**config.mk**
```make
export PLATFORM = sky130hd
export DESIGN_NAME = descent_engine_control_unit_core_flat
export DESIGN_NICKNAME = d
export VERILOG_FILES = /design/src/hdl/decu_pkg.sv /design/src/hdl/decu_if.sv /design/src/hdl/descent_engine_control_unit_core.sv /design/src/flat_wrapper.sv
export SDC_FILE = /design/constraint.sdc
export NUM_CORES = 1
export LEC_CHECK = 0
export BUFFER_PORTS_ARGS = -buffer_cell sky130_fd_sc_hd__buf_4
export CAP_MARGIN = 20
export CORE_MARGIN = 2
export CORE_UTILIZATION = 30
export CTS_CLUSTER_DIAMETER = 150
export CTS_CLUSTER_SIZE = 25
export DETAILED_ROUTE_END_ITERATION = 10
export REMOVE_ABC_BUFFERS = 1
export SETUP_SLACK_MARGIN = 0.1
export SYNTH_ARGS = -nofsm -noshare
export SYNTH_HDL_FRONTEND = slang
export SYNTH_SLANG_ARGS = --single-unit
```
**constraint.sdc**
```tcl
create_clock -name i_clk -period 8.6 [get_ports i_clk]
set_input_delay 1.72 -clock i_clk [delete_from_list [all_inputs] [get_ports i_clk]]
set_output_delay 1.72 -clock i_clk [all_outputs]
set_load 0.005 [all_outputs]
```
**src/hdl/decu_pkg.sv**
```systemverilog
// ----------------------------------------------------------------------------
// decu_pkg - shared constants for the descent engine control unit
// Throttle width default, register map, item kinds and trim codes.
// ----------------------------------------------------------------------------
package decu_pkg;

    // Throttle counts are steps of 0.00026828571 of full thrust.
    localparam int THROTTLE_BITS_DEF = 12;

    // Reset values of the limit registers: 0.825 and 0.925 of full thrust.
    localparam int AUTO_LIMIT_RST  = 3075;
    localparam int TOTAL_LIMIT_RST = 3448;

    // APB register map: register i at byte address 4*i.
    localparam int PADDR_W = 3;
    localparam int PDATA_W = 32;
    localparam logic REG_AUTO_LIMIT  = 1'b0;
    localparam logic REG_TOTAL_LIMIT = 1'b1;

    // Input item kinds.
    localparam logic CMD_TICK  = 1'b0;
    localparam logic CMD_PULSE = 1'b1;

    // Pulse word format: 15-bit ones' complement, sign in bit 14.
    localparam int PULSE_W   = 15;
    localparam int PULSE_SGN = 14;

    // Two's complement trim codes.
    localparam logic signed [1:0] TRIM_ZERO  = 2'sb00;
    localparam logic signed [1:0] TRIM_PLUS  = 2'sb01;
    localparam logic signed [1:0] TRIM_MINUS = 2'sb11;

endpackage

```
**src/hdl/decu_if.sv**
```systemverilog
// ----------------------------------------------------------------------------
// decu_in_if / decu_out_if - valid/ready channels of the control unit
// Input items (ticks and pulse words) and result items.
// ----------------------------------------------------------------------------
interface decu_in_if #(
    parameter int THROTTLE_BITS = decu_pkg::THROTTLE_BITS_DEF
);
    import decu_pkg::*;

    logic                     valid;
    logic                     ready;
    logic                     cmd;
    logic [PULSE_W-1:0]       pulse_word;
    logic                     power_ok;
    logic                     arm_switch;
    logic                     pgns_mode;
    logic [3:0]               trim_bits;
    logic [1:0]               engine_bits;
    logic [1:0]               manual_buttons;
    logic                     auto_throttle;
    logic [THROTTLE_BITS-1:0] manual_throttle;
    logic [1:0]               gimbal_fail;

    modport source (
        output valid, cmd, pulse_word, power_ok, arm_switch, pgns_mode, trim_bits,
               engine_bits, manual_buttons, auto_throttle, manual_throttle,
               gimbal_fail,
        input  ready
    );

    modport sink (
        input  valid, cmd, pulse_word, power_ok, arm_switch, pgns_mode, trim_bits,
               engine_bits, manual_buttons, auto_throttle, manual_throttle,
               gimbal_fail,
        output ready
    );
endinterface

interface decu_out_if #(
    parameter int THROTTLE_BITS = decu_pkg::THROTTLE_BITS_DEF
);
    import decu_pkg::*;

    logic                     valid;
    logic                     ready;
    logic signed [1:0]        pitch_trim;
    logic signed [1:0]        roll_trim;
    logic                     engine_arm;
    logic                     thrust_on;
    logic                     thrust_off;
    logic [THROTTLE_BITS-1:0] thrust_command;
    logic                     gimbal_fail_flag;
    logic                     powered_now;

    modport source (
        output valid, pitch_trim, roll_trim, engine_arm, thrust_on, thrust_off,
               thrust_command, gimbal_fail_flag, powered_now,
        input  ready
    );

    modport sink (
        input  valid, pitch_trim, roll_trim, engine_arm, thrust_on, thrust_off,
               thrust_command, gimbal_fail_flag, powered_now,
        output ready
    );
endinterface

```
**src/hdl/descent_engine_control_unit_core.sv**
```systemverilog
// ----------------------------------------------------------------------------
// descent_engine_control_unit_core - descent engine control unit
// Power, gimbal trim, engine arm/on/off and throttle from ticks and pulses.
// ----------------------------------------------------------------------------
// Usage:
//   i_in carries one transaction per item. cmd = tick brings the switch,
//   channel and hand throttle inputs; cmd = pulse brings a 15-bit ones'
//   complement thrust pulse word that moves the auto-throttle accumulator
//   (only while powered, clamped to [0, auto_limit]).
//   o_out returns exactly one result transaction per input transaction,
//   in order. A pulse word repeats the drive outputs of the last tick.
//   The result is registered: o_out.valid rises in the cycle after input acceptance.
//   Throughput: one item per clock; the single output register frees up
//   in the same cycle it is taken, so i_in.ready = !valid || o_out.ready.
//   When the receiver stalls, the output register holds and i_in.ready
//   drops until the result is taken; no item is lost.
//   APB port: auto_limit at 0x0, total_limit at 0x4, zero wait states.
//   Write limits only while the unit is idle.
//   Reset (i_rst_n low, synchronous): unpowered, accumulator and trim
//   holds zero, drive outputs zero, limits back to 3075 and 3448 steps.
// ----------------------------------------------------------------------------
module descent_engine_control_unit_core #(
    parameter int THROTTLE_BITS = decu_pkg::THROTTLE_BITS_DEF
) (
    input  logic                           i_clk,
    input  logic                           i_rst_n,
    decu_in_if.sink                        i_in,
    decu_out_if.source                     o_out,
    input  logic                           psel,
    input  logic                           penable,
    input  logic                           pwrite,
    input  logic [decu_pkg::PADDR_W-1:0]   paddr,
    input  logic [decu_pkg::PDATA_W-1:0]   pwdata,
    output logic [decu_pkg::PDATA_W-1:0]   prdata,
    output logic                           pready
);
    import decu_pkg::*;

    // Signed working width of the accumulator update: covers level +/- pulses.
    localparam int LVL_W = ((THROTTLE_BITS > PULSE_W) ? THROTTLE_BITS : PULSE_W) + 2;

    function automatic logic signed [1:0] axis_trim(input logic plus, input logic minus);
        logic signed [1:0] t;
        t = TRIM_ZERO;
        if (plus && !minus) t = TRIM_PLUS;
        if (minus && !plus) t = TRIM_MINUS;
        return t;
    endfunction

    // ---------------- configuration registers ----------------
    logic [THROTTLE_BITS-1:0] r_auto_limit;
    logic [THROTTLE_BITS-1:0] r_total_limit;
    logic                     cfg_wr;

    assign pready = 1'b1;
    assign cfg_wr = psel && penable && pwrite && pready;

    always_ff @(posedge i_clk) begin
        if (!i_rst_n) begin
            r_auto_limit  <= THROTTLE_BITS'(AUTO_LIMIT_RST);
            r_total_limit <= THROTTLE_BITS'(TOTAL_LIMIT_RST);
        end else if (cfg_wr) begin
            case (paddr[2])
                REG_AUTO_LIMIT:  r_auto_limit  <= pwdata[THROTTLE_BITS-1:0];
                REG_TOTAL_LIMIT: r_total_limit <= pwdata[THROTTLE_BITS-1:0];
                default: ;
            endcase
        end
    end

    always_comb begin
        case (paddr[2])
            REG_AUTO_LIMIT:  prdata = PDATA_W'(r_auto_limit);
            REG_TOTAL_LIMIT: prdata = PDATA_W'(r_total_limit);
            default:         prdata = '0;
        endcase
    end

    // ---------------- unit state ----------------
    logic                     r_powered,    n_powered;
    logic [THROTTLE_BITS-1:0] r_auto_level, n_auto_level;
    logic signed [1:0]        r_pitch_hold, n_pitch_hold;
    logic signed [1:0]        r_roll_hold,  n_roll_hold;

    // Drive outputs latched by the last tick.
    logic signed [1:0]        r_drv_pitch, n_drv_pitch;
    logic signed [1:0]        r_drv_roll,  n_drv_roll;
    logic                     r_drv_arm,   n_drv_arm;
    logic                     r_drv_on,    n_drv_on;
    logic                     r_drv_off,   n_drv_off;
    logic [THROTTLE_BITS-1:0] r_drv_thr,   n_drv_thr;

    logic                     n_fail;

    // Output register.
    logic                     r_out_valid;
    logic                     in_acc;

    assign i_in.ready = !r_out_valid || o_out.ready;
    assign in_acc     = i_in.valid && i_in.ready;

    // ---------------- pulse word accumulation ----------------
    logic [PULSE_W-1:0]       pulse_mag;
    logic signed [LVL_W-1:0]  lvl_sum;
    logic [THROTTLE_BITS-1:0] lvl_clamped;

    always_comb begin
        // Ones' complement: negative words carry the inverted magnitude;
        // negative zero yields zero pulses.
        pulse_mag = i_in.pulse_word[PULSE_SGN] ? ~i_in.pulse_word : i_in.pulse_word;
        if (i_in.pulse_word[PULSE_SGN]) begin
            lvl_sum = $signed(LVL_W'(r_auto_level)) - $signed(LVL_W'(pulse_mag));
        end else begin
            lvl_sum = $signed(LVL_W'(r_auto_level)) + $signed(LVL_W'(pulse_mag));
        end
        if (lvl_sum < 0) begin
            lvl_clamped = '0;
        end else if (lvl_sum > $signed(LVL_W'(r_auto_limit))) begin
            lvl_clamped = r_auto_limit;
        end else begin
            lvl_clamped = lvl_sum[THROTTLE_BITS-1:0];
        end
    end

    // ---------------- tick evaluation ----------------
    logic [THROTTLE_BITS:0]   thr_sum;
    logic [THROTTLE_BITS-1:0] thr_auto;

    always_comb begin
        thr_sum  = {1'b0, r_auto_level} + {1'b0, i_in.manual_throttle};
        thr_auto = (thr_sum > {1'b0, r_total_limit}) ? r_total_limit
                                                     : thr_sum[THROTTLE_BITS-1:0];
    end

    always_comb begin
        n_powered    = r_powered;
        n_auto_level = r_auto_level;
        n_pitch_hold = r_pitch_hold;
        n_roll_hold  = r_roll_hold;
        n_drv_pitch  = r_drv_pitch;
        n_drv_roll   = r_drv_roll;
        n_drv_arm    = r_drv_arm;
        n_drv_on     = r_drv_on;
        n_drv_off    = r_drv_off;
        n_drv_thr    = r_drv_thr;
        n_fail       = 1'b0;

        case (i_in.cmd)
            CMD_PULSE: begin
                if (r_powered) n_auto_level = lvl_clamped;
            end
            CMD_TICK: begin
                n_powered = i_in.power_ok;
                if (!i_in.power_ok) begin
                    // Unpowered: drives drop, holds and accumulator keep.
                    n_drv_pitch = TRIM_ZERO;
                    n_drv_roll  = TRIM_ZERO;
                    n_drv_arm   = 1'b0;
                    n_drv_on    = 1'b0;
                    n_drv_off   = 1'b0;
                    n_drv_thr   = '0;
                end else begin
                    // Trim follows guidance only while armed; zero outside PGNS.
                    if (i_in.arm_switch) begin
                        if (i_in.pgns_mode) begin
                            n_pitch_hold = axis_trim(i_in.trim_bits[0], i_in.trim_bits[1]);
                            n_roll_hold  = axis_trim(i_in.trim_bits[2], i_in.trim_bits[3]);
                        end else begin
                            n_pitch_hold = TRIM_ZERO;
                            n_roll_hold  = TRIM_ZERO;
                        end
                    end
                    n_fail = |i_in.gimbal_fail;

                    // Guidance on/off, then manual start, then manual stop wins.
                    n_drv_on  = i_in.pgns_mode && i_in.engine_bits[0];
                    n_drv_off = i_in.pgns_mode && i_in.engine_bits[1];
                    if (i_in.manual_buttons[0]) begin
                        n_drv_on  = 1'b1;
                        n_drv_off = 1'b0;
                    end
                    if (i_in.manual_buttons[1]) begin
                        n_drv_on  = 1'b0;
                        n_drv_off = 1'b1;
                    end

                    if (i_in.auto_throttle) begin
                        n_drv_thr = thr_auto;
                    end else begin
                        n_drv_thr    = i_in.manual_throttle;
                        n_auto_level = '0;
                    end

                    n_drv_pitch = n_pitch_hold;
                    n_drv_roll  = n_roll_hold;
                    n_drv_arm   = i_in.arm_switch;
                end
            end
            default: ;
        endcase
    end

    always_ff @(posedge i_clk) begin
        if (!i_rst_n) begin
            r_powered    <= 1'b0;
            r_auto_level <= '0;
            r_pitch_hold <= TRIM_ZERO;
            r_roll_hold  <= TRIM_ZERO;
            r_drv_pitch  <= TRIM_ZERO;
            r_drv_roll   <= TRIM_ZERO;
            r_drv_arm    <= 1'b0;
            r_drv_on     <= 1'b0;
            r_drv_off    <= 1'b0;
            r_drv_thr    <= '0;
        end else if (in_acc) begin
            r_powered    <= n_powered;
            r_auto_level <= n_auto_level;
            r_pitch_hold <= n_pitch_hold;
            r_roll_hold  <= n_roll_hold;
            r_drv_pitch  <= n_drv_pitch;
            r_drv_roll   <= n_drv_roll;
            r_drv_arm    <= n_drv_arm;
            r_drv_on     <= n_drv_on;
            r_drv_off    <= n_drv_off;
            r_drv_thr    <= n_drv_thr;
        end
    end

    // ---------------- result register ----------------
    logic signed [1:0]        r_out_pitch;
    logic signed [1:0]        r_out_roll;
    logic                     r_out_arm;
    logic                     r_out_on;
    logic                     r_out_off;
    logic [THROTTLE_BITS-1:0] r_out_thr;
    logic                     r_out_fail;
    logic                     r_out_pw;

    always_ff @(posedge i_clk) begin
        if (!i_rst_n) begin
            r_out_valid <= 1'b0;
        end else if (in_acc) begin
            r_out_valid <= 1'b1;
        end else if (o_out.ready) begin
            r_out_valid <= 1'b0;
        end
    end

    always_ff @(posedge i_clk) begin
        if (in_acc) begin
            r_out_pitch <= n_drv_pitch;
            r_out_roll  <= n_drv_roll;
            r_out_arm   <= n_drv_arm;
            r_out_on    <= n_drv_on;
            r_out_off   <= n_drv_off;
            r_out_thr   <= n_drv_thr;
            r_out_fail  <= n_fail;
            r_out_pw    <= n_powered;
        end
    end

    assign o_out.valid            = r_out_valid;
    assign o_out.pitch_trim       = r_out_pitch;
    assign o_out.roll_trim        = r_out_roll;
    assign o_out.engine_arm       = r_out_arm;
    assign o_out.thrust_on        = r_out_on;
    assign o_out.thrust_off       = r_out_off;
    assign o_out.thrust_command   = r_out_thr;
    assign o_out.gimbal_fail_flag = r_out_fail;
    assign o_out.powered_now      = r_out_pw;

endmodule

```
**src/flat_wrapper.sv**
```systemverilog
// flat-port wrapper written by rule: the top's interface ports become plain ports
module descent_engine_control_unit_core_flat import decu_pkg::*;
#(
    parameter int THROTTLE_BITS = decu_pkg::THROTTLE_BITS_DEF
)
  (i_clk, i_rst_n, psel, penable, pwrite, paddr, pwdata, prdata, pready, i_in_valid, i_in_cmd, i_in_pulse_word, i_in_power_ok, i_in_arm_switch, i_in_pgns_mode, i_in_trim_bits, i_in_engine_bits, i_in_manual_buttons, i_in_auto_throttle, i_in_manual_throttle, i_in_gimbal_fail, i_in_ready, o_out_valid, o_out_pitch_trim, o_out_roll_trim, o_out_engine_arm, o_out_thrust_on, o_out_thrust_off, o_out_thrust_command, o_out_gimbal_fail_flag, o_out_powered_now, o_out_ready);
  decu_in_if #(.THROTTLE_BITS(THROTTLE_BITS)) i_in_i ();
  decu_out_if #(.THROTTLE_BITS(THROTTLE_BITS)) o_out_i ();
  input  logic i_clk;
  input  logic i_rst_n;
  input  logic psel;
  input  logic penable;
  input  logic pwrite;
  input  logic [decu_pkg::PADDR_W-1:0] paddr;
  input  logic [decu_pkg::PDATA_W-1:0] pwdata;
  output logic [decu_pkg::PDATA_W-1:0] prdata;
  output logic pready;
  input wire logic [$bits(i_in_i.valid)-1:0] i_in_valid;
  input wire logic [$bits(i_in_i.cmd)-1:0] i_in_cmd;
  input wire logic [$bits(i_in_i.pulse_word)-1:0] i_in_pulse_word;
  input wire logic [$bits(i_in_i.power_ok)-1:0] i_in_power_ok;
  input wire logic [$bits(i_in_i.arm_switch)-1:0] i_in_arm_switch;
  input wire logic [$bits(i_in_i.pgns_mode)-1:0] i_in_pgns_mode;
  input wire logic [$bits(i_in_i.trim_bits)-1:0] i_in_trim_bits;
  input wire logic [$bits(i_in_i.engine_bits)-1:0] i_in_engine_bits;
  input wire logic [$bits(i_in_i.manual_buttons)-1:0] i_in_manual_buttons;
  input wire logic [$bits(i_in_i.auto_throttle)-1:0] i_in_auto_throttle;
  input wire logic [$bits(i_in_i.manual_throttle)-1:0] i_in_manual_throttle;
  input wire logic [$bits(i_in_i.gimbal_fail)-1:0] i_in_gimbal_fail;
  output wire logic [$bits(i_in_i.ready)-1:0] i_in_ready;
  output wire logic [$bits(o_out_i.valid)-1:0] o_out_valid;
  output wire logic [$bits(o_out_i.pitch_trim)-1:0] o_out_pitch_trim;
  output wire logic [$bits(o_out_i.roll_trim)-1:0] o_out_roll_trim;
  output wire logic [$bits(o_out_i.engine_arm)-1:0] o_out_engine_arm;
  output wire logic [$bits(o_out_i.thrust_on)-1:0] o_out_thrust_on;
  output wire logic [$bits(o_out_i.thrust_off)-1:0] o_out_thrust_off;
  output wire logic [$bits(o_out_i.thrust_command)-1:0] o_out_thrust_command;
  output wire logic [$bits(o_out_i.gimbal_fail_flag)-1:0] o_out_gimbal_fail_flag;
  output wire logic [$bits(o_out_i.powered_now)-1:0] o_out_powered_now;
  input wire logic [$bits(o_out_i.ready)-1:0] o_out_ready;
  assign i_in_i.valid = i_in_valid;
  assign i_in_i.cmd = i_in_cmd;
  assign i_in_i.pulse_word = i_in_pulse_word;
  assign i_in_i.power_ok = i_in_power_ok;
  assign i_in_i.arm_switch = i_in_arm_switch;
  assign i_in_i.pgns_mode = i_in_pgns_mode;
  assign i_in_i.trim_bits = i_in_trim_bits;
  assign i_in_i.engine_bits = i_in_engine_bits;
  assign i_in_i.manual_buttons = i_in_manual_buttons;
  assign i_in_i.auto_throttle = i_in_auto_throttle;
  assign i_in_i.manual_throttle = i_in_manual_throttle;
  assign i_in_i.gimbal_fail = i_in_gimbal_fail;
  assign i_in_ready = i_in_i.ready;
  assign o_out_valid = o_out_i.valid;
  assign o_out_pitch_trim = o_out_i.pitch_trim;
  assign o_out_roll_trim = o_out_i.roll_trim;
  assign o_out_engine_arm = o_out_i.engine_arm;
  assign o_out_thrust_on = o_out_i.thrust_on;
  assign o_out_thrust_off = o_out_i.thrust_off;
  assign o_out_thrust_command = o_out_i.thrust_command;
  assign o_out_gimbal_fail_flag = o_out_i.gimbal_fail_flag;
  assign o_out_powered_now = o_out_i.powered_now;
  assign o_out_i.ready = o_out_ready;
  descent_engine_control_unit_core #(.THROTTLE_BITS(THROTTLE_BITS)) u_core (.i_clk(i_clk), .i_rst_n(i_rst_n), .i_in(i_in_i), .o_out(o_out_i), .psel(psel), .penable(penable), .pwrite(pwrite), .paddr(paddr), .pwdata(pwdata), .prdata(prdata), .pready(pready));
endmodule
```
==> metrics.cfg <==
[global_routing]
antenna_found_initial = 0
grt_max_degree = 37
grt_pass1_vias = 5793
grtUsageTotal_pct = 15.9
grt_pass1_wl_um = 30300
grt_overflow_total = 0

[layout]
area_growth_pct = 17.9
nets = 1066
antennaDiodeCount = 0
fillCellCount = 2289
stdcell_count = 1198
drive_gt1_share_pct = 14.5

[synth]
async_flop_share_pct = 0
synth_edf_count = 21
yosys_register_bits = 82
syn_area_um2 = 6610
ys_seq_area_share_pct = 28.0
yosys.area.top_type = dfxtp_1
synth_warnings = 0
synth.avg_cell_area_um2 = 7.86
yosysMostFrequentCell = nand2_1
synth_top_area_share_pct = 18.5
yosysUniqueCellTypes = 72
netlist_instances = 841
ys.flop_type = dfxtp_1
synthTopCellsByCount = nand2_1, o21ai_0, ha_1
synth_area_leaders = dfxtp_1, ha_1, edfxtp_1

[run]
maxCapViolCount = 0

[clock_tree]
postCtsResizedCells = 0
cts_buffer_depth = 2
path_clk_slew_ps = 60
clock-sinks = 82
root_buffer = clkbuf_16
post_cts_buffers = 0
cts_hold_buf = 0
cts_buffers = 9
cts_tree = done
htree_levels = 3
clk_latency_ps = 340

[sta]
fmax_mhz = 162
grt_setup_unrepaired = no
finalSetupTns_ps = 0
fin_worst_skew_ps = 8.65
fin_ws_ps = 2430
finalSetupViolCount = 0
timing.slew.headroom_pct = 32.4
worstMarginPinSlew_ps = 1010
drv_slew = 0
hold_violations = 0
fin_crit_sh_pct = 71.8
layout_min_cycle_time_ps = 6170

[setup_path]
path_buf_inv = 2
cp_cell_sequence = buf_4 > xor2_1 > ha_1 > fa_1 > nor2_1 > o221ai_1 > a211oi_1 > nor3_1 > o31ai_1 > inv_1 > ha_1 > and4_1 > nand3_1 > o32ai_1 > a21oi_1 > nor4b_4 > o21ai_1 > o211ai_1
critPathLaunch = i_in_pulse_word[14]
timing.rr.end = u_core.r_auto_level[11]
arrival_ps = 6440
crit_required_ps = 8860
crit_family = compound AO/OA/AOI/OAI gates
critPathSlowestCell = nor4b_4
end_kind = flip-flop
cp_slowest_stage_delay_ps = 670
start_kind = input pin
critPathMostFrequentCell = ha_1
crit_path_end = u_core.r_auto_level[11]
r2r_slack_ps = 3880
worst-r2r-cell-count = 16
crit_cells = 18
reg2reg_from = u_core.r_auto_level[1]
crit_type = input pin to flip-flop
crit_fanout = 33

[power]
swShare_pct = 30.3
internal_power_mw = 0.751
power_frac_clock_pct = 37.5
peakVddDrop_mv = 0.0991
pwr-share-comb_pct = 23.3
pwr-share-seq_pct = 39.2
power.density_nw_per_um2 = 138
p_sw_mw = 0.326
cellLeakagePower_nw = 3.32
power_mw = 1.08

[detailed_routing]
avgViaCountPerCell = 5.19
vias = 6215
firstDrtPassIters = 5
drc = 0
finalWirelength_um = 18800
wl_per_cell_um = 15.7
drt-initial-drc-count = 346
antenna_left = 0

[place]
dp_cells = 1181
gp_congestion = 0.848
portBuffers = 96
hpwl_um = 14700
dpl_worst_slack_ps = 2120

[die]
initial_utilization_pct = 30.5
rows = 54
io_pins = 140
die_area_um2 = 23200
fp.dieH_um = 152
core_area_um2 = 21700
chipWidth_um = 152

[run_status]
status = finished, final reports clean

[min_path]
whs_path_depth = 2
worstHoldPathType = flip-flop to flip-flop

## routing by layer
metal | wire (µm) | track usage, % | share of wire, %
met1 | 9150 | 22.5 | 49
met2 | 8390 | 25.6 | 45
met3 | 966 | 2.73 | 5.1
met4 | 286 | 3.57 | 1.5
met5 | 0 | 0 | 0
## layout make-up
cell class | instances | area [µm²] | share of cell area (%)
tap | 280 | 350 | 4.50
clock buffer | 10 | 239 | 3.07
multi-input combinational | 657 | 4290 | 55.1
sequential | 82 | 1850 | 23.8
timing repair buffer | 100 | 751 | 9.63
clock inverter | 6 | 73.8 | 0.947
inverter | 63 | 236 | 3.03
## state kept, by name, indices dropped and copies added (netlist names), 2 cells and up
register,count
u_core.r_drv_thr,12
u_core.r_auto_level,12
u_core.r_drv_pitch,2
u_core.r_roll_hold,2
u_core.o_out.roll_trim,2
u_core.o_out.thrust_command,12
u_core.o_out.pitch_trim,2
u_core.r_drv_roll,2
u_core.r_auto_limit,12
u_core.r_pitch_hold,2
u_core.r_total_limit,12
## logic make-up (layout without fill, tap and decap cells)
logic type	Yosys count	after routing	share of synthesized area [%]
adder cells (fa/ha/maj)	69	69	13.4
AO/OA/AOI/OAI	275	275	27.5
AND/OR/NAND/NOR	258	258	18.2
buffers and inverters	121	179	8.12
other	2	21	0.114
flip-flops	82	82	28.0
XOR/XNOR	30	30	3.98
multiplexers	4	4	0.625
## how the worst min path moves through the flow
stage,start,end,slack [ps]
2_1_floorplan,u_core.r_auto_limit[4],u_core.r_auto_limit[4],440
3_3_place_gp,u_core.r_drv_off,u_core.r_drv_off,440
3_5_place_dp,u_core.r_auto_limit[8],u_core.r_auto_limit[8],450
4_1_cts,u_core.r_auto_limit[8],u_core.r_auto_limit[8],460
5_1_grt,u_core.r_auto_limit[9],u_core.r_auto_limit[9],470
6_report,u_core.r_auto_limit[6],u_core.r_auto_limit[6],450
## power groups by stage
| stage | registers, mW | clock network [mW] | logic [mW] |
|---|---|---|---|
| after global placement | 0.430 | 0 | 0.247 |
| after detailed placement | 0.430 | 0 | 0.250 |
| after CTS | 0.422 | 0.411 | 0.251 |
| after floorplan | 0.429 | 0 | 0.148 |
| after global routing | 0.424 | 0.423 | 0.281 |
| final | 0.422 | 0.404 | 0.251 |
## layout by cell type, fill, tap and decap left out, drive strengths merged, types with 3 or more instances in the layout
cell type,synthesis,routed
o21a,11,11
dfxtp,61,61
mux2i,3,3
nand2,115,115
xor2,19,19
a211o,4,4
o31ai,8,8
conb,2,21
and2,3,3
a21o,7,7
nand2b,12,12
nor2,49,49
nand3,27,27
o41ai,4,4
ha,66,66
edfxtp,21,21
fa,3,3
clkbuf,28,10
and3,10,10
a21oi,51,51
buf,30,100
a22o,4,4
or2,3,3
xnor2,11,11
inv,62,64
nor3,17,17
o21ai,75,75
a211oi,21,21
or4,3,3
o21bai,5,5
o211ai,32,32
nor2b,5,5
o311ai,7,7
a31oi,19,19
o2111ai,6,6
## worst register-to-register path: stages, from the launching register on
cell      delay [ps]
dfxtp_1          550
inv_1            120
fa_1             450
nor2_1           190
o221ai_1         240
a211oi_1         370
nor3_1            90
o31ai_1          420
inv_1             90
ha_1             300
and4_1           180
nand3_1          100
o32ai_1          280
a21oi_1          190
nor4b_4          670
o21ai_1          190
o211ai_1         200
## per-stage QoR
stage | util [%] | hold slack [ps] | cell area, µm²
after floorplan | - | 436 | 6380
after global placement | 34.5 | 442 | 7470
after detailed placement | 34.5 | 447 | 7470
after CTS | 35.9 | 456 | 7780
after global routing | 35.9 | 473 | 7790
final | 35.9 | 455 | 7790
No activity file was read; power rests on OpenSTA's default activity.
